**config.mk**
```make
export PLATFORM = sky130hd
export DESIGN_NAME = matrix_inverse_4x4
export DESIGN_NICKNAME = d
export VERILOG_FILES = /design/src/rtl/mi4_pkg.sv /design/src/rtl/mi4_datapath.sv /design/src/rtl/mi4_ctrl.sv /design/src/rtl/matrix_inverse_4x4.sv
export SDC_FILE = /design/constraint.sdc
export NUM_CORES = 2
export LEC_CHECK = 0
export BUFFER_PORTS_ARGS = -buffer_cell sky130_fd_sc_hd__clkbuf_2
export CAP_MARGIN = 5
export CORE_ASPECT_RATIO = 1.1
export CORE_UTILIZATION = 58
export CTS_CLUSTER_DIAMETER = 150
export DETAILED_ROUTE_END_ITERATION = 10
export GPL_TIMING_DRIVEN = 0
export PLACE_DENSITY = 0.84
export SYNTH_ARGS = -nofsm -noshare
export SYNTH_HDL_FRONTEND = slang
export SYNTH_HIERARCHICAL = 1
export SYNTH_SLANG_ARGS = --single-unit
```
**constraint.sdc**
```tcl
create_clock -name clk_i -period 11.3 [get_ports clk_i]
set_input_delay 0.565 -clock clk_i [delete_from_list [all_inputs] [get_ports clk_i]]
set_output_delay 0.565 -clock clk_i [all_outputs]
set_load 0.01 [all_outputs]
```
**src/rtl/mi4_pkg.sv**
```systemverilog
// ----------------------------------------------------------------------------
// mi4_pkg
// Shared widths, command and status types for the 4x4 adjugate inverse.
// ----------------------------------------------------------------------------
`default_nettype none

package mi4_pkg;

  localparam int FRAC_BITS = 16;
  localparam int ELEM_W    = 32;
  localparam int ADDR_W    = 4;
  localparam int DIM       = 4;
  localparam int NCELL     = DIM * DIM;
  // |2x2| < 2^63, |3x3| < 2^96, |det| < 2^129
  localparam int COF_MAG_W = 96;
  localparam int MAG_W     = 129;
  localparam int ACC_W     = MAG_W + 1;
  localparam int NUM_W     = COF_MAG_W + 2 * FRAC_BITS;
  localparam int DCNT_W    = $clog2(NUM_W + 1);
  localparam int MUL_STEPS = ELEM_W;
  localparam int MCNT_W    = $clog2(MUL_STEPS);

  typedef enum logic [1:0] {
    BSRC_MEM = 2'd0,
    BSRC_P2  = 2'd1,
    BSRC_P3  = 2'd2
  } bsrc_e;

  typedef enum logic [1:0] {
    TGT_P2  = 2'd0,
    TGT_P3  = 2'd1,
    TGT_DET = 2'd2
  } tgt_e;

  typedef struct packed {
    logic              wr_en;
    logic [ADDR_W-1:0] wr_addr;
    logic [ADDR_W-1:0] rd_addr;
    logic              cap_a;
    logic              mul_setup;
    bsrc_e             bsrc;
    logic              mul_step;
    logic              acc_en;
    tgt_e              tgt;
    logic              acc_load;
    logic              acc_neg;
    logic              div_start;
    logic              div_step;
    logic              res_load;
    logic              res_last;
  } cmd_t;

  typedef struct packed {
    logic det_zero;
    logic div_done;
  } sts_t;

  // index of the x-th remaining row or column once index drop is removed
  function automatic logic [1:0] skip_idx(input logic [1:0] x, input logic [1:0] drop);
    logic [1:0] r;
    r = (x < drop) ? x : x + 2'd1;
    return r;
  endfunction

endpackage

`default_nettype wire

```
**src/rtl/mi4_datapath.sv**
```systemverilog
// ----------------------------------------------------------------------------
// mi4_datapath
// Element store, shift-add multiply-accumulate unit and restoring divider.
// ----------------------------------------------------------------------------
`default_nettype none

module mi4_datapath (
  input  wire logic                          clk_i,
  input  wire logic                          rst_ni,
  input  wire mi4_pkg::cmd_t                 cmd_i,
  input  wire logic [mi4_pkg::ELEM_W-1:0]    wr_data_i,
  output mi4_pkg::sts_t                      sts_o,
  output logic signed [mi4_pkg::ELEM_W-1:0]  res_value_o,
  output logic                               res_singular_o,
  output logic                               res_saturated_o,
  output logic                               res_last_o
);

  localparam int EW = mi4_pkg::ELEM_W;
  localparam int AW = mi4_pkg::ACC_W;
  localparam int MW = mi4_pkg::MAG_W;
  localparam int NW = mi4_pkg::NUM_W;

  logic [EW-1:0] mem_q [mi4_pkg::NCELL];
  logic [EW-1:0] rd_q;
  logic [EW-1:0] opa_q;

  logic [EW-1:0] amag_q;
  logic          sa_q;
  logic [AW-1:0] bsh_q;
  logic [AW-1:0] prod_q;
  logic [AW-1:0] p2_q, p3_q, det_q;

  logic [NW-1:0] num_q;
  logic [MW-1:0] rem_q;
  logic [MW-1:0] dmag_q;
  logic [EW-1:0] quo_q;
  logic          big_q;
  logic          cneg_q, dneg_q;
  logic [mi4_pkg::DCNT_W-1:0] dcnt_q;

  // element store
  always_ff @(posedge clk_i) begin
    if (cmd_i.wr_en) begin
      mem_q[cmd_i.wr_addr] <= wr_data_i;
    end
    rd_q <= mem_q[cmd_i.rd_addr];
  end

  // multiply-accumulate
  logic [AW-1:0] bsrc_val;
  logic [AW-1:0] acc_old, acc_term, acc_sum;
  logic          flip;

  always_comb begin
    case (cmd_i.bsrc)
      mi4_pkg::BSRC_MEM: bsrc_val = {{(AW-EW){rd_q[EW-1]}}, rd_q};
      mi4_pkg::BSRC_P2:  bsrc_val = p2_q;
      mi4_pkg::BSRC_P3:  bsrc_val = p3_q;
      default:           bsrc_val = '0;
    endcase
    case (cmd_i.tgt)
      mi4_pkg::TGT_P2:  acc_old = p2_q;
      mi4_pkg::TGT_P3:  acc_old = p3_q;
      mi4_pkg::TGT_DET: acc_old = det_q;
      default:          acc_old = '0;
    endcase
    flip     = cmd_i.acc_neg ^ sa_q;
    acc_term = flip ? (~prod_q + AW'(1)) : prod_q;
    acc_sum  = (cmd_i.acc_load ? '0 : acc_old) + acc_term;
  end

  always_ff @(posedge clk_i) begin
    if (cmd_i.cap_a) begin
      opa_q <= rd_q;
    end
    if (cmd_i.mul_setup) begin
      sa_q   <= opa_q[EW-1];
      amag_q <= opa_q[EW-1] ? (~opa_q + EW'(1)) : opa_q;
      bsh_q  <= bsrc_val;
      prod_q <= '0;
    end else if (cmd_i.mul_step) begin
      if (amag_q[0]) begin
        prod_q <= prod_q + bsh_q;
      end
      amag_q <= amag_q >> 1;
      bsh_q  <= bsh_q << 1;
    end
    if (cmd_i.acc_en) begin
      case (cmd_i.tgt)
        mi4_pkg::TGT_P2:  p2_q  <= acc_sum;
        mi4_pkg::TGT_P3:  p3_q  <= acc_sum;
        mi4_pkg::TGT_DET: det_q <= acc_sum;
        default:          ;
      endcase
    end
  end

  // restoring division, one quotient bit per cycle while div_step is asserted
  logic [AW-1:0] cof_abs, det_abs;
  logic [MW:0]   rem2, rem2_sub;
  logic          ge;

  always_comb begin
    cof_abs  = p3_q[AW-1] ? (~p3_q + AW'(1)) : p3_q;
    det_abs  = det_q[AW-1] ? (~det_q + AW'(1)) : det_q;
    rem2     = {rem_q, num_q[NW-1]};
    ge       = rem2 >= {1'b0, dmag_q};
    rem2_sub = rem2 - {1'b0, dmag_q};
  end

  always_ff @(posedge clk_i or negedge rst_ni) begin
    if (!rst_ni) begin
      dcnt_q <= '0;
    end else if (cmd_i.div_start) begin
      dcnt_q <= mi4_pkg::DCNT_W'(NW);
    end else if (cmd_i.div_step && dcnt_q != '0) begin
      dcnt_q <= dcnt_q - 1'b1;
    end
  end

  always_ff @(posedge clk_i) begin
    if (cmd_i.div_start) begin
      num_q  <= {cof_abs[mi4_pkg::COF_MAG_W-1:0], {(2*mi4_pkg::FRAC_BITS){1'b0}}};
      dmag_q <= det_abs[MW-1:0];
      cneg_q <= p3_q[AW-1];
      dneg_q <= det_q[AW-1];
      rem_q  <= '0;
      quo_q  <= '0;
      big_q  <= 1'b0;
    end else if (cmd_i.div_step && dcnt_q != '0) begin
      num_q <= num_q << 1;
      rem_q <= ge ? rem2_sub[MW-1:0] : rem2[MW-1:0];
      quo_q <= {quo_q[EW-2:0], ge};
      big_q <= big_q | quo_q[EW-1];
    end
  end

  // result register
  logic          det_zero;
  logic          rneg, rsat;
  logic [EW-1:0] rval;

  always_comb begin
    det_zero = (det_q == '0);
    rneg     = cneg_q ^ dneg_q;
    if (rneg) begin
      rsat = big_q | (quo_q[EW-1] & (quo_q[EW-2:0] != '0));
      rval = rsat ? {1'b1, {(EW-1){1'b0}}} : (~quo_q + EW'(1));
    end else begin
      rsat = big_q | quo_q[EW-1];
      rval = rsat ? {1'b0, {(EW-1){1'b1}}} : quo_q;
    end
  end

  always_ff @(posedge clk_i) begin
    if (cmd_i.res_load) begin
      res_value_o     <= det_zero ? '0 : $signed(rval);
      res_singular_o  <= det_zero;
      res_saturated_o <= det_zero ? 1'b0 : rsat;
      res_last_o      <= cmd_i.res_last;
    end
  end

  assign sts_o = {det_zero, (dcnt_q == '0)};

endmodule

`default_nettype wire

```
**src/rtl/mi4_ctrl.sv**
```systemverilog
// ----------------------------------------------------------------------------
// mi4_ctrl
// Sequencer: loads elements, walks the cofactor expansion and the divisions.
// ----------------------------------------------------------------------------
`default_nettype none

module mi4_ctrl (
  input  wire logic          clk_i,
  input  wire logic          rst_ni,
  input  wire logic          in_valid_i,
  output logic               in_ready_o,
  output logic               out_valid_o,
  input  wire logic          out_ready_i,
  input  wire mi4_pkg::sts_t sts_i,
  output mi4_pkg::cmd_t      cmd_o
);

  typedef enum logic [8:0] {
    S_LOAD = 9'b0_0000_0001,
    S_RDA  = 9'b0_0000_0010,
    S_RDB  = 9'b0_0000_0100,
    S_MLD  = 9'b0_0000_1000,
    S_MUL  = 9'b0_0001_0000,
    S_ACC  = 9'b0_0010_0000,
    S_DIV  = 9'b0_0100_0000,
    S_RES  = 9'b0_1000_0000,
    S_DST  = 9'b1_0000_0000
  } state_e;

  localparam logic [3:0] STEP_LAST_MINOR = 4'd8;
  localparam logic [3:0] STEP_DET        = 4'd9;

  state_e state_q, state_d;
  logic [3:0] cnt_q, cnt_d;
  logic       out_ph_q, out_ph_d;
  logic [1:0] n_q, n_d;
  logic [3:0] k_q, k_d;
  logic [3:0] s_q, s_d;
  logic [mi4_pkg::MCNT_W-1:0] mcnt_q, mcnt_d;

  logic [1:0] row_drop, col_drop, t, m;
  logic       det_step;
  logic [1:0] ca, cb;
  logic [3:0] addr_a, addr_b;
  logic       load_f, neg_f;
  mi4_pkg::bsrc_e bsrc;
  mi4_pkg::tgt_e  tgt;

  // step decode: three products per term, three terms, then the det term
  always_comb begin
    det_step = 1'b0;
    case (s_q)
      4'd0:    begin t = 2'd0; m = 2'd0; end
      4'd1:    begin t = 2'd0; m = 2'd1; end
      4'd2:    begin t = 2'd0; m = 2'd2; end
      4'd3:    begin t = 2'd1; m = 2'd0; end
      4'd4:    begin t = 2'd1; m = 2'd1; end
      4'd5:    begin t = 2'd1; m = 2'd2; end
      4'd6:    begin t = 2'd2; m = 2'd0; end
      4'd7:    begin t = 2'd2; m = 2'd1; end
      4'd8:    begin t = 2'd2; m = 2'd2; end
      default: begin t = 2'd0; m = 2'd0; det_step = 1'b1; end
    endcase
    row_drop = out_ph_q ? k_q[1:0] : n_q;
    col_drop = out_ph_q ? k_q[3:2] : 2'd0;
    ca = (t == 2'd0) ? 2'd1 : 2'd0;
    cb = (t == 2'd2) ? 2'd1 : 2'd2;
    if (det_step) begin
      addr_a = {n_q, 2'd0};
      addr_b = '0;
      bsrc   = mi4_pkg::BSRC_P3;
      tgt    = mi4_pkg::TGT_DET;
      load_f = (n_q == 2'd0);
      neg_f  = 1'b0;
    end else if (m == 2'd0) begin
      addr_a = {mi4_pkg::skip_idx(2'd1, row_drop), mi4_pkg::skip_idx(ca, col_drop)};
      addr_b = {mi4_pkg::skip_idx(2'd2, row_drop), mi4_pkg::skip_idx(cb, col_drop)};
      bsrc   = mi4_pkg::BSRC_MEM;
      tgt    = mi4_pkg::TGT_P2;
      load_f = 1'b1;
      neg_f  = 1'b0;
    end else if (m == 2'd1) begin
      addr_a = {mi4_pkg::skip_idx(2'd2, row_drop), mi4_pkg::skip_idx(ca, col_drop)};
      addr_b = {mi4_pkg::skip_idx(2'd1, row_drop), mi4_pkg::skip_idx(cb, col_drop)};
      bsrc   = mi4_pkg::BSRC_MEM;
      tgt    = mi4_pkg::TGT_P2;
      load_f = 1'b0;
      neg_f  = 1'b1;
    end else begin
      addr_a = {mi4_pkg::skip_idx(2'd0, row_drop), mi4_pkg::skip_idx(t, col_drop)};
      addr_b = '0;
      bsrc   = mi4_pkg::BSRC_P2;
      tgt    = mi4_pkg::TGT_P3;
      load_f = (t == 2'd0);
      // checkerboard sign of the cofactor folded in here
      neg_f  = (t == 2'd1) ^ row_drop[0] ^ col_drop[0];
    end
  end

  always_comb begin
    state_d  = state_q;
    cnt_d    = cnt_q;
    out_ph_d = out_ph_q;
    n_d      = n_q;
    k_d      = k_q;
    s_d      = s_q;
    mcnt_d   = mcnt_q;

    cmd_o           = '0;
    cmd_o.wr_addr   = cnt_q;
    cmd_o.rd_addr   = (state_q == S_RDB) ? addr_b : addr_a;
    cmd_o.bsrc      = bsrc;
    cmd_o.tgt       = tgt;
    cmd_o.acc_load  = load_f;
    cmd_o.acc_neg   = neg_f;
    cmd_o.res_last  = (k_q == 4'd15);

    in_ready_o  = (state_q == S_LOAD);
    out_valid_o = (state_q == S_RES);

    case (state_q)
      S_LOAD: begin
        if (in_valid_i) begin
          cmd_o.wr_en = 1'b1;
          if (cnt_q == 4'd15) begin
            cnt_d    = '0;
            out_ph_d = 1'b0;
            n_d      = '0;
            k_d      = '0;
            s_d      = '0;
            state_d  = S_RDA;
          end else begin
            cnt_d = cnt_q + 4'd1;
          end
        end
      end
      S_RDA: state_d = S_RDB;
      S_RDB: begin
        cmd_o.cap_a = 1'b1;
        state_d     = S_MLD;
      end
      S_MLD: begin
        cmd_o.mul_setup = 1'b1;
        mcnt_d          = '0;
        state_d         = S_MUL;
      end
      S_MUL: begin
        cmd_o.mul_step = 1'b1;
        mcnt_d         = mcnt_q + 1'b1;
        if (mcnt_q == mi4_pkg::MCNT_W'(mi4_pkg::MUL_STEPS - 1)) begin
          state_d = S_ACC;
        end
      end
      S_ACC: begin
        cmd_o.acc_en = 1'b1;
        state_d      = S_RDA;
        if (!out_ph_q) begin
          if (s_q == STEP_DET) begin
            s_d = '0;
            if (n_q == 2'd3) begin
              out_ph_d = 1'b1;
            end else begin
              n_d = n_q + 2'd1;
            end
          end else begin
            s_d = s_q + 4'd1;
          end
        end else if (s_q == STEP_LAST_MINOR) begin
          if (sts_i.det_zero) begin
            cmd_o.res_load = 1'b1;
            state_d        = S_RES;
          end else begin
            // cofactor lands in p3 at this edge, start the divider next cycle
            state_d = S_DST;
          end
        end else begin
          s_d = s_q + 4'd1;
        end
      end
      S_DST: begin
        cmd_o.div_start = 1'b1;
        state_d         = S_DIV;
      end
      S_DIV: begin
        if (sts_i.div_done) begin
          cmd_o.res_load = 1'b1;
          state_d        = S_RES;
        end else begin
          cmd_o.div_step = 1'b1;
        end
      end
      S_RES: begin
        if (out_ready_i) begin
          if (k_q == 4'd15) begin
            state_d = S_LOAD;
          end else begin
            k_d     = k_q + 4'd1;
            s_d     = '0;
            state_d = S_RDA;
          end
        end
      end
      default: state_d = S_LOAD;
    endcase
  end

  always_ff @(posedge clk_i or negedge rst_ni) begin
    if (!rst_ni) begin
      state_q  <= S_LOAD;
      cnt_q    <= '0;
      out_ph_q <= 1'b0;
      n_q      <= '0;
      k_q      <= '0;
      s_q      <= '0;
      mcnt_q   <= '0;
    end else begin
      state_q  <= state_d;
      cnt_q    <= cnt_d;
      out_ph_q <= out_ph_d;
      n_q      <= n_d;
      k_q      <= k_d;
      s_q      <= s_d;
      mcnt_q   <= mcnt_d;
    end
  end

  a_no_overlap: assert property (@(posedge clk_i) disable iff (!rst_ni)
    !(in_ready_o && out_valid_o))
    else $error("input and output open together");

  a_div_nonsingular: assert property (@(posedge clk_i) disable iff (!rst_ni)
    (state_q == S_DIV) |-> !sts_i.det_zero)
    else $error("division started on a singular matrix");

  a_last_reloads: assert property (@(posedge clk_i) disable iff (!rst_ni)
    (out_valid_o && out_ready_i && k_q == 4'd15) |=> in_ready_o)
    else $error("no return to loading after last beat");

  a_results_only_in_out_phase: assert property (@(posedge clk_i) disable iff (!rst_ni)
    out_valid_o |-> out_ph_q)
    else $error("result presented before the determinant is done");

endmodule

`default_nettype wire

```
**src/rtl/matrix_inverse_4x4.sv**
```systemverilog
// each multiply-accumulate is one 32-step shift-add pass; the determinant takes
//   40 of them, then each result takes 9 for its cofactor plus, unless the
//   determinant is zero, one divider pass (start, 128 steps, finish)
// throughput: one matrix at a time; 16 input beats are taken only while idle
// reset: asynchronous, active low; clears the load count and the sequencer
// ----------------------------------------------------------------------------
// matrix_inverse_4x4
// 4x4 fixed-point inverse by the adjugate, with singular and saturation flags.
// ----------------------------------------------------------------------------
`default_nettype none

module matrix_inverse_4x4 (
  input  wire logic                              clk_i,
  input  wire logic                              rst_ni,
  input  wire logic                              in_valid_i,
  output logic                                   in_ready_o,
  input  wire logic signed [mi4_pkg::ELEM_W-1:0] element_value_i,
  output logic                                   out_valid_o,
  input  wire logic                              out_ready_i,
  output logic signed [mi4_pkg::ELEM_W-1:0]      inverse_element_o,
  output logic                                   singular_o,
  output logic                                   saturated_o,
  output logic                                   last_of_matrix_o
);

  mi4_pkg::cmd_t cmd;
  mi4_pkg::sts_t sts;

  mi4_ctrl u_ctrl (
    .clk_i       (clk_i),
    .rst_ni      (rst_ni),
    .in_valid_i  (in_valid_i),
    .in_ready_o  (in_ready_o),
    .out_valid_o (out_valid_o),
    .out_ready_i (out_ready_i),
    .sts_i       (sts),
    .cmd_o       (cmd)
  );

  mi4_datapath u_dp (
    .clk_i           (clk_i),
    .rst_ni          (rst_ni),
    .cmd_i           (cmd),
    .wr_data_i       (element_value_i),
    .sts_o           (sts),
    .res_value_o     (inverse_element_o),
    .res_singular_o  (singular_o),
    .res_saturated_o (saturated_o),
    .res_last_o      (last_of_matrix_o)
  );

endmodule

`default_nettype wire
```
=== Word level (Yosys, flattened, before mapping) ===
Memories as Yosys holds them, arrays and structs flattened. A register that Yosys moved wholly into a read port is not among the register bits.
Index checks and enable logic that the tools add are counted.

* Muxes and demuxes: 99
* Bitwise logic cells: 12
* $lt $le $gt $ge: 7
* Equal/unequal tests: 37
* Add/subtract/negate cells: 17
* Reductions and logical operators: 31

{| class="wikitable"
|+ Operators by type and width
! kind !! count
|-
| case mux 130 bit (3 select lines) || 2
|-
| 2-to-1 mux 130 bit || 4
|-
| adder 130 bit || 2
|-
| 2-to-1 mux 129 bit || 2
|-
| 2-to-1 mux 128 bit || 2
|-
| 2-to-1 mux 32 bit || 6
|-
| adder 130 x 1 -> 130 bit, second input constant || 1
|-
| greater-or-equal comparator 130 x 129 -> 1 bit || 1
|-
| zero test 130 bit || 1
|-
| NOT 130 bit || 1
|-
| adder 129 x 1 -> 129 bit, second input constant || 1
|-
| NOT 129 bit || 1
|-
| subtractor 129 bit || 1
|-
| adder 96 x 1 -> 96 bit, second input constant || 1
|-
| 2-to-1 mux 96 bit || 1
|-
| NOT 96 bit || 1
|-
| case mux 9 bit (9 select lines) || 1
|-
| 2-to-1 mux 9 bit || 8
|-
| 2-to-1 mux 4 bit || 17
|-
| adder 32 x 1 -> 32 bit, second input constant || 2
|-
| NOT 32 bit || 2
|-
| 2-to-1 mux 1 bit || 31
|-
| nonzero test 31 bit || 1
|-
| 2-to-1 mux 2 bit || 15
|-
| 48 further kinds || 98
|}

* Memories: 1
* Register bits: 1,176
* Logic and storage cells: 231
* Output and inout bits: 37
* RAM bits: 512

{| class="wikitable"
|+ Memory list
! memory !! depth !! bits a word !! rd ports !! clocked after Yosys merged registers in !! wr ports !! RTL line !! text
|-
| u_dp.mem_q || 16 || 32 || 1 || 1 || 1 || mi4_datapath.sv:24 || <nowiki>logic [EW-1:0] mem_q [mi4_pkg::NCELL];</nowiki>
|}

=== Depth between registers and ports, before layout ===
* Depth in word-level cells: 12
* Gate-level depth with buffers: 29

=== By module ===
The synthesis kept the hierarchy.

{| class="wikitable"
|+ By module, submodules not included
! module !! seq. area each (sq um) !! instances !! cells an instance !! area an instance (sq um)
|-
| mi4_datapath || 47,495.6 || 1 || 10,058 || 99,093.8
|-
| mi4_ctrl || 726.9 || 1 || 289 || 2,416.1
|}

=== Worst setup path after synthesis ===
No wires, ideal clock.

* Kind: register to register
* Start point: register u_ctrl.s_q[0]
* End point: register u_dp.p2_q[0], enable pin
* Slack: -0.777 ns
* Buffers on the path: 3
* Data arrival time: 11.272 ns
* Clock period less this slack: 12.077 ns
* Stages on the path, launching flop included: 11
* Required time: 10.495 ns
* Path through: dfrtp_1 > inv_1 > ha_1 > mux2i_1 > nor2_1 > a21oi_1 > inv_1 > clkbuf_1 > clkbuf_1 > clkbuf_1 > nor3b_1

{| class="wikitable"
|+ RTL lines
! item !! RTL line !! text
|-
| start, declared || mi4_ctrl.sv:38 || <nowiki>logic [3:0] s_q, s_d;</nowiki>
|-
| start signal, assigned || mi4_ctrl.sv:214 || <nowiki>s_q <= '0;</nowiki>
|-
| start signal, assigned || mi4_ctrl.sv:222 || <nowiki>s_q <= s_d;</nowiki>
|-
| end signal, assigned || mi4_datapath.sv:91 || <nowiki>mi4_pkg::TGT_P2: p2_q <= acc_sum;</nowiki>
|-
| end, declared || mi4_datapath.sv:32 || <nowiki>logic [AW-1:0] p2_q, p3_q, det_q;</nowiki>
|}

==> impl_metrics.ini <==
[worst_setup_path]
r2r_cells = 28
crit_required_ns = 11.86
path_max_fanout = 11
cpPeakStageDelay_ns = 1.05
cp.depth = 28
r2r-start = u_ctrl/s_q[0]
cp_common_cell = a21oi_1
arrival_ns = 11.68
crit_start = u_ctrl/s_q[0]
endpoint = u_dp/p3_q[129]
worstSetupPathType = reg2reg
start_kind = flop
cp_top_family = buffers and inverters
r2r-end = u_dp/p3_q[129]
crit_buf_inv = 6
cp_slowest_cell = nor4_1
end_kind = flop
ff2ff_setup_slack_ns = 0.18

[sta]
finalCritPeriodShare_pct = 98.4
drv_slew = 11
setup_violations = 0
setup_tns_ns = 0
finalHoldViolCount = 0
tightest_slew_ns = 1.52
period_needed_ns = 11.12
fmax_mhz = 89.9
maxSlewHeadroom_pct = -1.50
rsz0062_at_grt = false
fin_skew_ns = 0.111

[synthesis]
synth_simple_gate_area_share_pct = 14.3
synth_flop_cell = edfxtp_1
netlist_instances = 10300
async_flop_share_pct = 2.15
synth-seq-cells = 1720
synth-xor-area-share_pct = 6.60
synth_nets = 10800
synth_area_leaders = edfxtp_1 40%, a21oi_1 7.0%, dfxtp_1 6.4%
yosys.cell_count.top_type = a21oi_1
synth_seq_area_share_pct = 47.5
synth_commonest_cells = 1426 x a21oi_1, 1359 x edfxtp_1, 1224 x nor2_1, 906 x nand2_1, 547 x o21ai_0
synth-compound-area-share_pct = 17.5
synth_warnings = 6
synth_top_area_share_pct = 40.2
yosys.area.top_type = edfxtp_1
synth_edf_count = 1359
synth_top_family_by_area = compound AO/OA/AOI/OAI gates
avgSynthCellArea_um2 = 9.81
syn-cell-area_um2 = 102000
synth_fa_ha_area_share_pct = 5.13
ys_types = 97
synthMuxAreaShare_pct = 5.45

[power]
total_power_w = 0.0253
power_leakage_nw = 40.8
power.density_nw_per_um2 = 226
irDropWorstVdd_v = 0.000156

[routing]
wl_per_cell_um = 27.1
vias = 87900
first_iter_violations = 13300
drt_wl_total_mm = 354
vias_per_cell = 6.73
drc = 0
postRouteAntennaNets = 0
drtPass1Iterations = 9

[final_layout]
fin_nets = 11100
drive_above_1_share_pct = 6.55
final_area_um2 = 112000
syn_to_final_growth_pct = 10.2
num-fill-cells = 13200

[floorplan]
core_area_um2 = 173000
start_util_pct = 58.6
dieArea_um2 = 177000
ios = 73
rows = 160
die_h_um = 441
die_width_um = 401

[clocking]
cts.htree.levels = 4
cts_hold_buffers = 2
clk_pin_slew_ns = 0.07
postCtsSetupBuffers = 0
cts_tree = done
cts_resized = 0
cts.sink_count = 1720
ctsLongestPathBuffers = 3
cts_made_buffers = 170
clock_latency_ns = 0.90
cts_root_buf = clkbuf_16

[worst_hold_path]
min_path_type = in2reg

[run_status]
outcome = finished with violations
violations = capacitance limit, slew limit

[global_route]
grt_max_degree = 66
grt_pass1_wl_mm = 516
grt_use_total_pct = 38.9
grt-ovfl-total = 0
antenna_found_initial = 15
grt_pass1_vias = 82600

[job]
cap_violations = 1

[place]
dp_hpwl_mm = 265
place.gp.congestion = 1.02
port_buffers = 72
place_area_um2 = 106000
==> routing by layer <==
| metal | wire length (µm) | track usage, % |
|---|---|---|
| met5 | 97 | 0 |
| met4 | 19300 | 19.1 |
| met3 | 50800 | 10.8 |
| met2 | 151000 | 58.3 |
| met1 | 133000 | 52.1 |
==> state kept, by name, summed over array words and instances (netlist names), 96 cells and up <==
name / flops
u_dp/det_q: 130
u_dp/rem_q: 129
u_dp/p2_q: 130
u_dp/p3_q: 130
u_dp/mem_q: 512
u_dp/num_q: 96
u_dp/prod_q: 130
u_dp/dmag_q: 129
u_dp/bsh_q: 130
==> worst min-delay path by stage <==
stage                               endpoint           startpoint  slack [ns]  depth (start not counted)
final                      u_dp/mem_q[1][17]  element_value_i[17]        0.08                          1
after global routing      u_dp/mem_q[13][28]  element_value_i[28]        0.08                          1
after CTS                  u_dp/mem_q[1][17]  element_value_i[17]        0.03                          1
after floorplan              u_ctrl/cnt_q[0]               rst_ni        0.27                          0
after detailed placement       u_dp/opa_q[9]         u_dp/rd_q[9]        0.44                          0
after global placement       u_dp/rem_q[123]      u_dp/rem_q[123]        0.46                          2
==> final cells by class <==
class	count	area, µm²	share of cell area, %
multi-input cells	7699	49900	44.6
flip-flops and latches	1720	48200	43.1
clock buffers	207	4470	4.00
well taps	2268	2840	2.54
plain buffers	608	2350	2.10
clock inverters	113	1540	1.38
repair buffers	126	1300	1.16
inverters	320	1200	1.08
diodes	7	17.5	0.0157
==> kinds of logic after synthesis <==
family / count (synthesis)
AO/OA/AOI/OAI: 2998
XOR/XNOR: 765
adder cells (fa/ha/maj): 414
buffers and inverters: 928
flip-flops: 1720
multiplexers: 351
AND/OR/NAND/NOR: 3171
==> cell usage in the layout (no fill, tap or decap), drive strengths merged, types with 24 or more instances in the layout <==
| cell | n |
|---|---|
| edfxtp | 1359 |
| clkinv | 71 |
| dfxtp | 324 |
| nor4 | 73 |
| o21ai | 554 |
| xnor2 | 420 |
| xor2 | 345 |
| and2 | 25 |
| clkbuf | 823 |
| dfrtp | 36 |
| nor2 | 1226 |
| a21o | 216 |
| a21oi | 1427 |
| o41ai | 56 |
| a31oi | 53 |
| nand4 | 211 |
| inv | 325 |
| buf | 116 |
| and3 | 40 |
| nor3 | 230 |
| o21a | 49 |
| a21boi | 30 |
| nor3b | 26 |
| ha | 411 |
| o21bai | 140 |
| o31ai | 138 |
| or4 | 59 |
| or2 | 41 |
| nand2 | 907 |
| bufinv | 24 |
| a211oi | 121 |
| or3 | 86 |
| nand3 | 101 |
| nand2b | 63 |
| mux4 | 160 |
| mux2i | 181 |
| o211ai | 49 |
| nor2b | 35 |
==> worst reg2reg max path, delay by kind of cell, from the launching register on <==
family	cells	cell delay, ns
buffers and inverters	6	2.84
adder cells (fa/ha/maj)	2	0.71
AO/OA/AOI/OAI	9	2.68
multiplexers	2	0.40
AND/OR/NAND/NOR	6	2.30
XOR/XNOR	3	1.43
flip-flops	1	0.44
==> metrics by stage <==
stage                     util (%)  setup WS (ns)  cells  hold WS, ns
after floorplan                  -           1.83  10300        0.269
after global placement        60.4          -1.57  12700        0.457
after detailed placement      61.0          0.907  12700        0.443
after CTS                     64.5          0.796  13100       0.0282
after global routing          64.5          0.257  13100       0.0797
final                         64.5          0.177  13100       0.0765
==> where the power goes <==
group	leakage (nW)	internal [W]	switching, W	total [W]
registers	15.2	0.00792	0.000614	0.00854
logic	22.8	0.00329	0.00736	0.0107
clock network	2.88	0.00343	0.00265	0.00607
total	40.8	0.0146	0.0106	0.0253
Power figures use the tool's default switching activity.
